$ cat src/design/imufp_pkg.sv
// ----------------------------------------------------------------------------
// imufp_pkg
// Types, constants and the scaling function of the IMU frame parser.
// ----------------------------------------------------------------------------
`default_nettype none

package imufp_pkg;

	// Frame layout
	localparam int FRAME_BYTES    = 11;
	localparam int POS_W          = 4;
	localparam int FIRST_DATA_POS = 2;
	localparam int PAYLOAD_BYTES  = 6;
	localparam int PAYLOAD_IDX_W  = 3;
	localparam int SCALED_W       = 25;
	localparam int PRODUCT_W      = 27;

	// Configuration register indexes
	localparam int CFG_IDX_W = 2;
	typedef enum logic [CFG_IDX_W-1:0] {
		REG_HEADER     = 2'd0,
		REG_GYRO_TYPE  = 2'd1,
		REG_ANGLE_TYPE = 2'd2
	} cfg_reg_t;

	// Reset values of the configuration registers
	localparam logic [7:0] HEADER_RST     = 8'h55;
	localparam logic [7:0] GYRO_TYPE_RST  = 8'h52;
	localparam logic [7:0] ANGLE_TYPE_RST = 8'h53;

	// Frame kinds
	localparam logic KIND_GYRO  = 1'b0;
	localparam logic KIND_ANGLE = 1'b1;

	// Scale factors, units of 2^-13 degree (per second for gyro)
	localparam logic signed [PRODUCT_W-1:0] GYRO_SCALE  = 27'sd500;
	localparam logic signed [PRODUCT_W-1:0] ANGLE_SCALE = 27'sd45;

	// Parser phases
	typedef enum logic [1:0] {
		PH_HEADER = 2'd0,
		PH_TYPE   = 2'd1,
		PH_DATA   = 2'd2
	} phase_t;

	// One checked frame, as handed from parser to scaler
	typedef struct packed {
		logic               kind;
		logic signed [15:0] raw_x;
		logic signed [15:0] raw_y;
		logic signed [15:0] raw_z;
	} frame_t;

	// raw * 500 (gyro) or raw * 45 (angle), kept to the output width
	function automatic logic signed [SCALED_W-1:0] scale_word(
		input logic signed [15:0] raw,
		input logic               kind
	);
		logic signed [PRODUCT_W-1:0] prod;
		prod = PRODUCT_W'(raw) * ((kind == KIND_ANGLE) ? ANGLE_SCALE : GYRO_SCALE);
		return prod[SCALED_W-1:0];
	endfunction

endpackage

`default_nettype wire

$ cat src/design/imu_frame_parser_unit.sv
// A frame's result passes the checked frame register, then the output register.
// Throughput: one byte per cycle, held only while both result stages are full
// and out_stall is high; state and checksum update in the cycle a byte lands.
// Reset: arst_n clears the parser to waiting for a header, the checksum to zero
// and both result stages to empty; registers return to 0x55, 0x52 and 0x53.
// ----------------------------------------------------------------------------
// imu_frame_parser_unit
// Serial sensor frame parser: header, type, eight data bytes (six kept), checksum.
// ----------------------------------------------------------------------------
`default_nettype none

module imu_frame_parser_unit (
	input  wire logic                                  clk,
	input  wire logic                                  arst_n,
	input  wire logic                                  cfg_we,
	input  wire logic [imufp_pkg::CFG_IDX_W-1:0]       cfg_idx,
	input  wire logic [7:0]                            cfg_wdata,
	input  wire logic                                  in_valid,
	output logic                                       in_stall,
	input  wire logic [7:0]                            rx_byte,
	output logic                                       out_valid,
	input  wire logic                                  out_stall,
	output logic                                       frame_kind,
	output logic signed [15:0]                         raw_x,
	output logic signed [15:0]                         raw_y,
	output logic signed [15:0]                         raw_z,
	output logic signed [imufp_pkg::SCALED_W-1:0]      scaled_x,
	output logic signed [imufp_pkg::SCALED_W-1:0]      scaled_y,
	output logic signed [imufp_pkg::SCALED_W-1:0]      scaled_z
);

	logic              adv;
	logic              res_valid_s1;
	imufp_pkg::frame_t res_s1;

	// Frame tracking and checksum
	imufp_parser u_parser (
		.clk          (clk),
		.arst_n       (arst_n),
		.cfg_we       (cfg_we),
		.cfg_idx      (cfg_idx),
		.cfg_wdata    (cfg_wdata),
		.in_valid     (in_valid),
		.in_stall     (in_stall),
		.rx_byte      (rx_byte),
		.adv          (adv),
		.res_valid_s1 (res_valid_s1),
		.res_s1       (res_s1)
	);

	// Scaling and output register
	imufp_scale u_scale (
		.clk          (clk),
		.arst_n       (arst_n),
		.res_valid_s1 (res_valid_s1),
		.res_s1       (res_s1),
		.adv          (adv),
		.out_valid    (out_valid),
		.out_stall    (out_stall),
		.frame_kind   (frame_kind),
		.raw_x        (raw_x),
		.raw_y        (raw_y),
		.raw_z        (raw_z),
		.scaled_x     (scaled_x),
		.scaled_y     (scaled_y),
		.scaled_z     (scaled_z)
	);

endmodule

`default_nettype wire

$ cat src/design/imufp_parser.sv
// ----------------------------------------------------------------------------
// imufp_parser
// Byte-wise frame tracker with running checksum; registers checked frames.
// ----------------------------------------------------------------------------
`default_nettype none

module imufp_parser (
	input  wire logic                            clk,
	input  wire logic                            arst_n,
	input  wire logic                            cfg_we,
	input  wire logic [imufp_pkg::CFG_IDX_W-1:0] cfg_idx,
	input  wire logic [7:0]                      cfg_wdata,
	input  wire logic                            in_valid,
	output logic                                 in_stall,
	input  wire logic [7:0]                      rx_byte,
	input  wire logic                            adv,
	output logic                                 res_valid_s1,
	output imufp_pkg::frame_t                    res_s1
);

	logic [7:0] header_q;
	logic [7:0] gyro_type_q;
	logic [7:0] angle_type_q;

	imufp_pkg::phase_t                 phase_q, phase_d;
	logic [imufp_pkg::POS_W-1:0]       pos_q, pos_d;
	logic                              kind_q, kind_d;
	logic [7:0]                        sum_q, sum_d;
	logic [7:0]                        payload_q [imufp_pkg::PAYLOAD_BYTES];

	logic                                  acc;
	logic                                  hit;
	logic                                  pl_we;
	logic [imufp_pkg::PAYLOAD_IDX_W-1:0]   pl_idx;
	logic [imufp_pkg::POS_W-1:0]           pos_off;

	// Handshake: hold off while a checked frame waits downstream
	assign in_stall = res_valid_s1 && !adv;
	assign acc      = in_valid && !in_stall;
	assign pos_off  = pos_q - imufp_pkg::POS_W'(imufp_pkg::FIRST_DATA_POS);
	assign pl_idx   = pos_off[imufp_pkg::PAYLOAD_IDX_W-1:0];

	// Configuration registers
	always_ff @(posedge clk or negedge arst_n) begin
		if (!arst_n) begin
			header_q     <= imufp_pkg::HEADER_RST;
			gyro_type_q  <= imufp_pkg::GYRO_TYPE_RST;
			angle_type_q <= imufp_pkg::ANGLE_TYPE_RST;
		end else if (cfg_we) begin
			case (cfg_idx)
				imufp_pkg::REG_HEADER:     header_q     <= cfg_wdata;
				imufp_pkg::REG_GYRO_TYPE:  gyro_type_q  <= cfg_wdata;
				imufp_pkg::REG_ANGLE_TYPE: angle_type_q <= cfg_wdata;
				default: ;
			endcase
		end
	end

	// Next state for one accepted beat
	always_comb begin
		phase_d = phase_q;
		pos_d   = pos_q;
		kind_d  = kind_q;
		sum_d   = sum_q;
		hit     = 1'b0;
		pl_we   = 1'b0;
		case (phase_q)
			imufp_pkg::PH_HEADER: begin
				if (rx_byte == header_q) begin
					sum_d   = rx_byte;
					phase_d = imufp_pkg::PH_TYPE;
				end
			end
			imufp_pkg::PH_TYPE: begin
				if (rx_byte == gyro_type_q || rx_byte == angle_type_q) begin
					kind_d  = (rx_byte == gyro_type_q) ? imufp_pkg::KIND_GYRO
					                                   : imufp_pkg::KIND_ANGLE;
					sum_d   = sum_q + rx_byte;
					pos_d   = imufp_pkg::POS_W'(imufp_pkg::FIRST_DATA_POS);
					phase_d = imufp_pkg::PH_DATA;
				end else if (rx_byte == header_q) begin
					// repeated header: restart the sum, keep waiting for type
					sum_d = rx_byte;
				end else begin
					phase_d = imufp_pkg::PH_HEADER;
				end
			end
			imufp_pkg::PH_DATA: begin
				if (pos_q < imufp_pkg::POS_W'(imufp_pkg::FRAME_BYTES - 1)) begin
					pl_we = (pos_off < imufp_pkg::POS_W'(imufp_pkg::PAYLOAD_BYTES));
					sum_d = sum_q + rx_byte;
					pos_d = pos_q + 1'b1;
				end else begin
					// check byte
					hit     = (rx_byte == sum_q);
					phase_d = imufp_pkg::PH_HEADER;
					pos_d   = '0;
				end
			end
			default: phase_d = imufp_pkg::PH_HEADER;
		endcase
	end

	// Parser state
	always_ff @(posedge clk or negedge arst_n) begin
		if (!arst_n) begin
			phase_q <= imufp_pkg::PH_HEADER;
			pos_q   <= '0;
			kind_q  <= 1'b0;
			sum_q   <= '0;
		end else if (acc) begin
			phase_q <= phase_d;
			pos_q   <= pos_d;
			kind_q  <= kind_d;
			sum_q   <= sum_d;
		end
	end

	// Payload bytes 2..7, no reset
	always_ff @(posedge clk) begin
		if (acc && pl_we) begin
			payload_q[pl_idx] <= rx_byte;
		end
	end

	// Checked frame register
	always_ff @(posedge clk or negedge arst_n) begin
		if (!arst_n) begin
			res_valid_s1 <= 1'b0;
		end else if (!res_valid_s1 || adv) begin
			res_valid_s1 <= acc && hit;
		end
	end

	always_ff @(posedge clk) begin
		if ((!res_valid_s1 || adv) && acc && hit) begin
			res_s1.kind  <= kind_q;
			res_s1.raw_x <= {payload_q[1], payload_q[0]};
			res_s1.raw_y <= {payload_q[3], payload_q[2]};
			res_s1.raw_z <= {payload_q[5], payload_q[4]};
		end
	end

endmodule

`default_nettype wire

$ cat src/design/imufp_scale.sv
// ----------------------------------------------------------------------------
// imufp_scale
// Scales the three payload words and holds the output beat.
// ----------------------------------------------------------------------------
`default_nettype none

module imufp_scale (
	input  wire logic                                  clk,
	input  wire logic                                  arst_n,
	input  wire logic                                  res_valid_s1,
	input  wire imufp_pkg::frame_t                     res_s1,
	output logic                                       adv,
	output logic                                       out_valid,
	input  wire logic                                  out_stall,
	output logic                                       frame_kind,
	output logic signed [15:0]                         raw_x,
	output logic signed [15:0]                         raw_y,
	output logic signed [15:0]                         raw_z,
	output logic signed [imufp_pkg::SCALED_W-1:0]      scaled_x,
	output logic signed [imufp_pkg::SCALED_W-1:0]      scaled_y,
	output logic signed [imufp_pkg::SCALED_W-1:0]      scaled_z
);

	imufp_pkg::frame_t                    res_s2;
	logic signed [imufp_pkg::SCALED_W-1:0] sx_s2, sy_s2, sz_s2;
	logic                                 valid_s2;

	// Output register moves when empty or taken
	assign adv = !valid_s2 || !out_stall;

	always_ff @(posedge clk or negedge arst_n) begin
		if (!arst_n) begin
			valid_s2 <= 1'b0;
		end else if (adv) begin
			valid_s2 <= res_valid_s1;
		end
	end

	// One small constant multiply per word
	always_ff @(posedge clk) begin
		if (adv && res_valid_s1) begin
			res_s2 <= res_s1;
			sx_s2  <= imufp_pkg::scale_word(res_s1.raw_x, res_s1.kind);
			sy_s2  <= imufp_pkg::scale_word(res_s1.raw_y, res_s1.kind);
			sz_s2  <= imufp_pkg::scale_word(res_s1.raw_z, res_s1.kind);
		end
	end

	assign out_valid  = valid_s2;
	assign frame_kind = res_s2.kind;
	assign raw_x      = res_s2.raw_x;
	assign raw_y      = res_s2.raw_y;
	assign raw_z      = res_s2.raw_z;
	assign scaled_x   = sx_s2;
	assign scaled_y   = sy_s2;
	assign scaled_z   = sz_s2;

endmodule

`default_nettype wire

$ cat config.mk
export PLATFORM = sky130hd
export DESIGN_NAME = imu_frame_parser_unit
export DESIGN_NICKNAME = d
export VERILOG_FILES = /design/src/design/imufp_pkg.sv /design/src/design/imu_frame_parser_unit.sv /design/src/design/imufp_parser.sv /design/src/design/imufp_scale.sv
export SDC_FILE = /design/constraint.sdc
export NUM_CORES = 1
export LEC_CHECK = 0
export BUFFER_PORTS_ARGS = -buffer_cell sky130_fd_sc_hd__buf_4
export CAP_MARGIN = 20
export CORE_UTILIZATION = 35
export CTS_CLUSTER_DIAMETER = 40
export DETAILED_ROUTE_END_ITERATION = 16
export SLEW_MARGIN = 20
export SYNTH_ARGS = -nofsm -noshare
export SYNTH_HDL_FRONTEND = slang
export SYNTH_SLANG_ARGS = --single-unit
$ cat constraint.sdc
create_clock -name clk -period 10.1 [get_ports clk]
set_input_delay 0.505 -clock clk [delete_from_list [all_inputs] [get_ports clk]]
set_output_delay 0.505 -clock clk [all_outputs]
set_load 0.03 [all_outputs]
==> results.md, run 1 <==
- The critical path capture point type is a flop.
- The number of levels in the clock H-tree is 2.
- The core region is ~0.063 mm².
- The floorplan step set the die height to between 200 and 300 µm.
- Setup repair after global routing left no endpoint under its margin.
- The top cell type's share of synthesized area is between 20% and 30%.
- The worst hold path was traced through 2 stages.
- The area growth from synthesis to layout is 16.8%.
- The residual overflow from global routing is 0.
- The clock reaches the later pin of the worst-skew pair after slightly below 0.6 ns.
- Counting along the longest clock path gives a buffer depth of 3.
- The die width is 256 µm.
- The worst hold path belongs to the class in -> reg.
- After synthesis, the netlist uses 70 different library cells.
- The layout has around 6000 filler cells.
- In the final layout, the multi-input gates occupy roughly 0.013 mm².
- The area used by sequential logic in the layout is 0.00768 mm².
- The biggest area contributor in the post-synthesis netlist is sky130_fd_sc_hd__edfxtp_1.
- Counting cells, the worst reg-to-reg path comes to 21.
- The kind of cell adding the most delay to the critical path is adder cells.
- The setup violation total in the final timing report is 0.
- The critical path startpoint is u_parser.res_s1[48]$_DFFE_PP_.
- The cell with the largest stage delay on the worst path is sky130_fd_sc_hd__edfxtp_1.
- At the pin with the least slew margin, the transition time is a little over 0.8 ns.
- The total non-filler cell area in the finished layout is ~0.026 mm².
- The data arrival time of the critical path is roughly 7 ns.
- The worst relative slew slack is a little under half.
- The clock tree from TritonCTS is yes.
- Routability-driven placement finished with a final weighted congestion of ~0.85.
- The post-detailed-route DRC marker count is 0.
- The reg-to-reg critical path endpoint is u_scale.scaled_z[24]$_DFFE_PP_.
- The mean cell area of the mapped netlist is 10.9 µm².
- In the final layout, the share of cells above drive strength 1 is 13.2%.
- For the finished layout, the period the worst path requires is around 6.7 ns.
- The fraction of registers with async set/reset is between 10% and 20%.
- The worst setup path is launched from a flop.
- The worst hold endpoint is u_scale.out_valid$_DFFE_PN0P_.
- After the first detailed-routing iteration, the DRC count stood at approximately 700.
- The starting density of the core is 35.7%.
- For this block, the via count after detailed routing is 14300.
- The critical path goes through buf_4, nor2b_1, xor2_1, ha_1, or2_2, fa_1, inv_1, fa_1, inv_1, fa_1, inv_1, fa_1, inv_1, ha_1, nor4_1, o21ai_0, a221o_1, a31oi_1, a21oi_1, o41ai_1, xnor2_1.
- The initial antenna violation count came to 0.
- The number of core rows is about 90.
- The count of input and output buffers is approximately 150.
- The placed standard-cell area is ~0.025 mm².
- The worst hold path begins at out_stall.
- The run finished with clean final reports.
- The post-route antenna net violation count is 0.
- The HPWL after detailed placement is about 37000 µm.
- In the synthesized netlist the dominant register cell turns out to be sky130_fd_sc_hd__edfxtp_1.
- The final clock period utilization by the worst path is between 60 and 70%.
- The wire length of the first global-routing pass is approximately 80000 µm.
- The buffer type at the clock tree root is sky130_fd_sc_hd__clkbuf_16.
- In the final routed layout, each cell accounts on average for approximately 15 µm.
- The total clock sinks is 262.
- Power spread over the standard cell area amounts to 115 mW/mm².
- The critical path start-end classification is reg -> reg.
- The portion of the post-synthesis area used by sequential elements is ~34%.
- Along the worst path, the maximum fanout reaches 64.
- The boundary pin count is ~150.
- Yosys printed 0 warnings.
- The pre-antenna-repair detailed-routing pass consisted of 5 iterations.
- The synthesized design contains 262 register bits.
- The clock transition at the register clock pins on the worst setup and hold paths after CTS is around 0.050 ns.
- The net count of the mapped netlist is 2544.
- Clock tree synthesis inserted a total of between 40 and 50 buffers.
- The largest net degree at the start of global routing is 82.
- The layout net count is approximately 2700.
- Ranked by total cell area, the synthesized netlist is headed by sky130_fd_sc_hd__edfxtp_1, sky130_fd_sc_hd__fa_1, sky130_fd_sc_hd__ha_1.
- The highest cell delay on the worst timing path is about 0.8 ns.
- Max-cap violations in this run came to 0.
- For flop-to-flop paths, the worst setup slack is around 3.4 ns.
- The number of hold violations in the final report is 0.
- Global routing consumed, over all layers together, 15.1% of the routing resources.
- The number of max-slew violations in the final report is 0.
- The floorplan die area is ~0.066 mm².
- The achievable frequency is 150 MHz.
- On the final layout, the worst clock skew is roughly 0.025 ns.
- In the routed layout, each cell is associated on average with a via count of 4.60.
- VDD sags by at most approximately 0.00012 V.
- STA puts the critical path data required time at 10.41 ns.
- Synthesis handed over a netlist of ~2100 instances.
- Together, buffers and inverters on the worst path number 5.
- The final setup TNS is 0 ns.
- The number of synthesized flops with an enable pin is roughly 220.
- The reported leakage power is ~13 nW.
- The startpoint of the worst-slack reg-to-reg timing path is u_parser.res_s1[48]$_DFFE_PP_.
- The via count of the first global-routing pass is roughly 15000.
- The total standard cell area after synthesis is approximately 0.023 mm².
- After layout, the design draws a total of 3.05 mW.
- The final layout contains routed wiring with a total length of 48100 µm.
cell type report:
class	count	share of cell area [%]
clock buffer	54	4.78
antenna	1	0.00947
tap	846	4.00
timing repair buffer	155	4.47
inverter	496	7.04
sequential	262	29.0
multi-input combinational	1254	48.8
clock inverter	38	1.90
worst max-delay path by stage:
| stage | to | depth (start not counted) | slack [ns] |
|---|---|---|---|
| 2_1_floorplan | u_scale.frame_kind$_DFFE_PP_ | 1 | 3.05 |
| 3_3_place_gp | u_scale.scaled_z[24]$_DFFE_PP_ | 21 | 3.57 |
| 3_5_place_dp | u_scale.scaled_z[24]$_DFFE_PP_ | 21 | 3.44 |
| 4_1_cts | u_scale.scaled_z[24]$_DFFE_PP_ | 21 | 3.43 |
| 5_1_grt | u_scale.scaled_z[24]$_DFFE_PP_ | 21 | 2.94 |
| 6_report | u_scale.scaled_z[24]$_DFFE_PP_ | 21 | 3.43 |
registers in the layout, summed over array words and instances (netlist names):
signal and count:
u_scale.out_valid 1, u_parser.pos_q 4, u_parser.gyro_type_q 8, u_scale.frame_kind 1, u_parser.sum_q 8, u_scale.raw_z 16, u_parser.payload_q 48, u_parser.angle_type_q 8
u_scale.raw_x 16, u_scale.scaled_y 25, u_scale.scaled_z 25, u_parser.res_s1 49, u_parser.phase_q 2, u_parser.header_q 8, u_parser.res_valid_s1 1, u_scale.raw_y 16
u_scale.scaled_x 25, u_parser.kind_q 1
cell usage in the layout (no fill, tap or decap), types with 7 or more instances in the layout:
master	instances
sky130_fd_sc_hd__a211oi_1	7
sky130_fd_sc_hd__a21o_1	54
sky130_fd_sc_hd__a21oi_1	57
sky130_fd_sc_hd__a31oi_1	10
sky130_fd_sc_hd__and2_1	48
sky130_fd_sc_hd__and3_1	9
sky130_fd_sc_hd__and3b_1	12
sky130_fd_sc_hd__buf_4	152
sky130_fd_sc_hd__clkbuf_16	49
sky130_fd_sc_hd__clkinvlp_4	7
sky130_fd_sc_hd__dfrtp_1	30
sky130_fd_sc_hd__dfstp_2	11
sky130_fd_sc_hd__edfxtp_1	221
sky130_fd_sc_hd__fa_1	256
sky130_fd_sc_hd__ha_1	196
sky130_fd_sc_hd__inv_1	496
sky130_fd_sc_hd__mux2_2	24
sky130_fd_sc_hd__nand2_1	94
sky130_fd_sc_hd__nand2b_1	29
sky130_fd_sc_hd__nand3_1	9
sky130_fd_sc_hd__nor2_1	85
sky130_fd_sc_hd__nor2b_1	19
sky130_fd_sc_hd__nor3_1	11
sky130_fd_sc_hd__nor4_1	8
sky130_fd_sc_hd__o21ai_0	56
sky130_fd_sc_hd__o21bai_1	9
sky130_fd_sc_hd__xnor2_1	98
sky130_fd_sc_hd__xor2_1	72
what timing repair did:
item	4_1_cts	5_1_grt
setup buffers	0	0
hold buffers	1	0
resized for setup	0	0
endpoints found under the hold margin	30	0
per-stage QoR:
step	std cells	hold slack (ns)	worst slack [ns]	util, %
after CTS	3105	0.143	3.43	41.7
after floorplan	2069	0.209	3.05	-
after detailed placement	3012	0.405	3.44	38.9
final	3106	0.178	3.43	41.7
after global routing	3105	0.146	2.94	41.7
after global placement	3012	0.401	3.57	38.9
where the power goes:
part / switching (mW) / internal [mW] / total [mW]
logic: 0.0626 / 0.0509 / 0.113
registers: 0.0189 / 1.19 / 1.21
clock network: 0.636 / 1.09 / 1.73
total: 0.718 / 2.33 / 3.05
metal layers:
layer	share of wire, %	global-route usage, %	vias to the layer above
met5	0	0	-
met4	2.0	3.84	0
met3	3.3	2.51	68
met2	48	25.4	200
met1	46	20.2	7103
li1	-	-	6911
cells by family (layout without fill, tap and decap cells):
group	Yosys count	in the layout	share of synthesized area [%]
AND/OR/NAND/NOR	347	347	7.73
XOR/XNOR	170	170	6.58
multiplexers	26	26	1.28
flip-flops	262	262	33.9
AO/OA/AOI/OAI	259	259	7.80
adder cells (fa/ha/maj)	452	452	33.5
buffers and inverters	553	743	9.21
other	0	1	0
Yosys cell counts (all sizes together) (24+ instances only):
cell    count
nand2b     29
inv       496
and2       48
a21oi      58
a21o       54
nor2       85
dfrtp      30
xnor2      98
clkbuf     52
edfxtp    221
fa        256
mux2       24
xor2       72
o21ai      60
ha        196
nand2      94
Note: power is estimated with default switching activity, not from simulation.
==> run 2: changes to the inputs <==
- ABC_AREA: unset -> 1
- clock period: 10.1 -> 6.2 ns (I/O delays scaled with it)
==> run 2 against run 1 <==
  * Clock skew shrank 0.010 ns
  * Die area grew 2.1%
  * Clock power grew 61%
  * Worst hold slack lost 0.15 ns
  * Combinational power grew to 2.8 times the previous value
  * Cell count grew 14%
  * Non-clock buffer count grew 7
  * Final area grew 2.7%
  * Synthesized cell count grew 18%
  * Critical path type unchanged
  * Critical endpoint is now u_scale.scaled_z[21]$_DFFE_PP_
==> results.md, run 2 <==
- The worst-case register-to-register setup slack is 0.41 ns (was 3.43 ns).
- The transition time of the tightest slew-check pin is 0.817 ns (was 0.815 ns).
- The total track usage was 15.8% (was 15.1%).
- The number of DRC markers in iteration 0 was 813 (was 696).
- The worst relative slew slack is 45.5% (about the same).
- The residual overflow from global routing came to 0 (unchanged).
- The final clock period utilization by the worst path is 93.4% (was 66.1%).
- The number of hold violations in the final report is 0 (unchanged).
- The number of stages on the worst setup path is 23 (was 21).
- The most common library cell in the layout ignoring fill and taps is sky130_fd_sc_hd__inv_1 (unchanged).
- The portion of the post-synthesis area used by sequential elements came to 33.2% (was 33.9%).
- The top cell type's share of synthesized area is 28.7% (was 29.3%).
- The number of levels in the clock H-tree is 2 (unchanged).
- The gate count of the mapped netlist came to 2451 (was 2069).
- The number of synthesized flops with an enable pin is 221 (unchanged).
- Largest registers: u_parser.res_s1 x49, u_parser.payload_q x48 (unchanged).
- The setup fix buffers added after clock tree synthesis came to 0 (unchanged).
- The count of input and output buffers is 148 (unchanged).
- The filler cell count came to 6260 (was 5979).
- The core area is 0.0648 mm² (was 0.0634 mm²).
- The final setup TNS is 0 ns (unchanged).
- The data required time at the worst endpoint is 6.53 ns (was 10.41 ns).
- The top flip-flop cell by instance count after synthesis is sky130_fd_sc_hd__edfxtp_1 (unchanged).
- The synthesis-stage register bit count is 262 (unchanged).
- The power density of the placed cells is 188 mW/mm² (was 115 mW/mm²).
- The data arrival time of the critical path is 6.12 ns (was 6.98 ns).
- The detailed-route wire length came to 50700 µm (was 48100 µm).
- The total of cells resized after clock tree synthesis was 0 (unchanged).
- The reg-to-reg critical path endpoint is u_scale.scaled_z[21]$_DFFE_PP_ (was u_scale.scaled_z[24]$_DFFE_PP_).
- The minimum period implied by the final worst setup slack is 5.79 ns (was 6.67 ns).
- The detailed-routing iteration count for the pre-antenna-repair pass was 5 (unchanged).
- The startpoint of the worst-slack reg-to-reg timing path is u_parser.res_s1[48]$_DFFE_PP_ (unchanged).
- The number of warnings reported in the yosys synthesis log is 0 (unchanged).
- The kind of path behind the tightest hold check is in -> reg (unchanged).
- List of most frequent post-synthesis cells: sky130_fd_sc_hd__inv_1, sky130_fd_sc_hd__nand2_1, sky130_fd_sc_hd__fa_1, sky130_fd_sc_hd__edfxtp_1, sky130_fd_sc_hd__ha_1 (was sky130_fd_sc_hd__inv_1, sky130_fd_sc_hd__fa_1, sky130_fd_sc_hd__edfxtp_1, sky130_fd_sc_hd__ha_1, sky130_fd_sc_hd__xnor2_1).
- The total number of vias is 16100 (was 14300).
- The maximum vdd drop is 0.000180 V (was 0.000115 V).
- The sum of net half-perimeters after detailed placement came to 40800 µm (was 36600 µm).
- The initial antenna violation count is 1 (was 0).
- The layout net count is 3122 (was 2693).
- The buffer type at the clock tree root is sky130_fd_sc_hd__clkbuf_16 (unchanged).
- Result of the run: completed (unchanged).
- The end point of the critical path is u_scale.scaled_z[21]$_DFFE_PP_ (was u_scale.scaled_z[24]$_DFFE_PP_).
- The cell with the largest stage delay on the worst path was sky130_fd_sc_hd__fa_1 (was sky130_fd_sc_hd__edfxtp_1).
- The critical path capture point type is a flop (unchanged).
- The highest signal layer in the routed design is met4 (unchanged).
- The post-route antenna net violation count was 0 (unchanged).
- The total clock sinks is 262 (unchanged).
- The largest register by flop count is u_parser.res_s1 (unchanged).
- By instance count, the cell type seen most on the critical path is sky130_fd_sc_hd__inv_1.
- The number of max-slew violations in the final report is 0 (unchanged).
- The worst clock skew came to 0.0145 ns (was 0.0250 ns).
- The met2 routed wirelength is 23700 µm (was 23200 µm).
- The most used standard cell by instance count after synthesis is sky130_fd_sc_hd__inv_1 (unchanged).
- The boundary pin count is 149 (unchanged).
- The fraction of final layout cells with drive strength greater than 1 is 12.0% (was 13.2%).
- The die outline height was 259 µm (was 256 µm).
- The mean cell area of the mapped netlist is 9.43 µm² (was 10.9 µm²).
- The floorplan die area is 0.0671 mm² (was 0.0657 mm²).
- The top fanout value on the critical path came to 65 (was 64).
- The kind of cell adding the most delay to the critical path is adder cells (unchanged).
- The cts-stage hold buffer count was 6 (was 1).
- The clock tree from TritonCTS is yes (unchanged).
- The number of max-cap violations was 0 (unchanged).
- The length of routed met3 wiring was 2450 µm (was 1610 µm).
- The post-detailed-route DRC marker count is 0 (unchanged).
- The setup violation total in the final timing report is 0 (unchanged).
- Setup repair after global routing missed its margin: false (unchanged).
- The count of buffer and inverter cells on the critical path is 8 (was 5).
- The number of core rows is 93 (was 92).
- Commonest cells after routing, fill and taps aside: sky130_fd_sc_hd__inv_1, sky130_fd_sc_hd__nand2_1, sky130_fd_sc_hd__fa_1 (was sky130_fd_sc_hd__inv_1, sky130_fd_sc_hd__fa_1, sky130_fd_sc_hd__edfxtp_1).
- The number of flip-flops in the largest register is 49 (unchanged).
- The clock network latency to the later pin of the worst-skew pair was 0.59 ns (about the same).
- The via count of the first global-routing pass is 16900 (was 15300).
- The deepest clock path buffer count came to 3 (unchanged).
- The net count of the mapped netlist is 2926 (was 2544).
- The overall power after layout came to 5.09 mW (was 3.05 mW).
- The count of cell types in the netlist is 47 (was 70).
- The final weighted congestion in routability-driven placement is 0.850 (was 0.847).
- The largest net degree at the start of global routing is 125 (was 82).
- The die width is 259 µm (was 256 µm).
- The highest cell delay on the worst timing path is 0.49 ns (was 0.79 ns).
- The via count normalized by instance count is 4.56 (was 4.60).
- The average wire length per cell after detail routing is 14.3 µm (was 15.5 µm).
- The wire length of the first global-routing pass was 85000 µm (was 79600 µm).
- The critical path start-end classification is reg -> reg (unchanged).
- The startpoint kind of the worst setup timing path is a flop (unchanged).
- The critical path startpoint is u_parser.res_s1[48]$_DFFE_PP_ (unchanged).
- The reported leakage power was 13.5 nW (was 12.6 nW).
- Ordered list of cells on the worst path: buf_12, nor2_1, inv_1, o21ai_0, inv_1, ha_1, or2_2, inv_1, fa_1, inv_1, fa_1, fa_1, inv_1, fa_1, inv_1, ha_1, nand2_1, inv_1, a21boi_0, nor2_1, nor3_1, nand3_1, xor2_1 (was buf_4, nor2b_1, xor2_1, ha_1, or2_2, fa_1, inv_1, fa_1, inv_1, fa_1, inv_1, fa_1, inv_1, ha_1, nor4_1, o21ai_0, a221o_1, a31oi_1, a21oi_1, o41ai_1, xnor2_1).
- The number of antenna repair diodes is 0 (was 1).
- The total standard cell area after synthesis is 0.0231 mm² (was 0.0226 mm²).
- The fraction of registers with async set/reset is 15.6% (unchanged).
- The most area-hungry cell type in the Yosys netlist is sky130_fd_sc_hd__edfxtp_1 (unchanged).
- The cell count of the worst reg-to-reg path is 23 (was 21).
- The number of buffers inserted during clock tree synthesis is 52 (was 49).
- The achievable frequency is 173 MHz (was 150 MHz).
- The clock transition at the register clock pins on the worst setup and hold paths after CTS came to 0.05 ns (about the same).
- Top cells by area in the synthesized netlist: sky130_fd_sc_hd__edfxtp_1, sky130_fd_sc_hd__fa_1, sky130_fd_sc_hd__inv_1 (was sky130_fd_sc_hd__edfxtp_1, sky130_fd_sc_hd__fa_1, sky130_fd_sc_hd__ha_1).
- The routed metal-1 wirelength was 23300 µm (was 22300 µm).
- The starting density of the core is 35.7% (about the same).
- The area added between synthesis and finish came to 17.4% (was 16.8%).
-- run 2: cell types whose count changed in the layout (fill, tap and decap cells not counted), moves of 33 or more --
| cell | previous run | this run |
|---|---|---|
| sky130_fd_sc_hd__a21o_1 | 54 | 7 |
| sky130_fd_sc_hd__nor2_1 | 85 | 190 |
| sky130_fd_sc_hd__nand2_1 | 94 | 342 |
| sky130_fd_sc_hd__and2_1 | 48 | 0 |
| sky130_fd_sc_hd__nand3_1 | 9 | 72 |
| sky130_fd_sc_hd__inv_1 | 496 | 681 |
| sky130_fd_sc_hd__a21oi_1 | 57 | 90 |
| sky130_fd_sc_hd__xnor2_1 | 98 | 35 |
-- run 2: cell type report --
class	instances	area [µm²]	area share [%]
multi-input cells	1480	12800	47.1
repair buffers	162	1260	4.63
clock inverters	40	420	1.55
flip-flops and latches	262	7680	28.3
well taps	855	1070	3.94
clock buffers	56	1340	4.93
inverters	689	2590	9.53
-- run 2: layer usage --
layer / vias up / GRT usage [%]
li1: 7965 / -
met4: 0 / 5.37
met3: 90 / 2.39
met1: 7742 / 21.0
met2: 352 / 26.1
met5: - / 0
-- run 2: cell families (layout without fill, tap and decap cells) --
logic type,Yosys count,in the layout,synth area share (%)
flops,262,262,33.2
xor+xnor,104,104,4.01
buf+inv,709,947,11.6
simple gates,686,686,12.6
fa+ha+maj,452,452,32.8
compound gates,238,238,5.83
-- run 2: per-stage QoR --
stage          instance area, µm²  utilization, %  setup WS (ns)  hold WS [ns]  cells
3_5_place_dp                25300            39.0          0.477         0.342   3442
6_report                    27100            41.9          0.410        0.0317   3544
2_1_floorplan               23100               -           1.13        0.0144   2451
4_1_cts                     27100            41.8          0.486       0.00160   3544
3_3_place_gp                25300            39.0          0.618         0.331   3442
5_1_grt                     27100            41.9          0.122        0.0384   3544
-- run 2: tightest hold or removal path, stage by stage --
cell	delay [ns]
sky130_fd_sc_hd__buf_4	0.08
sky130_fd_sc_hd__inv_1	0.04
sky130_fd_sc_hd__o21ai_0	0.14
-- run 2: worst min-delay path by stage --
stage,from,endpoint,depth (start not counted)
final,cfg_wdata[3],u_parser.header_q[3]$_DFFE_PN0P_,3
after global placement,arst_n,u_scale.out_valid$_DFFE_PN0P_,1
after global routing,cfg_wdata[1],u_parser.angle_type_q[1]$_DFFE_PN1P_,3
after detailed placement,arst_n,u_parser.res_valid_s1$_DFFE_PN0N_,1
after CTS,cfg_wdata[3],u_parser.gyro_type_q[3]$_DFFE_PN0P_,3
after floorplan,arst_n,u_parser.angle_type_q[2]$_DFFE_PN0P_,0
-- run 2: where the power goes --
part,internal [mW],switching [mW]
logic,0.121,0.192
registers,1.95,0.0419
clock network,1.74,1.05
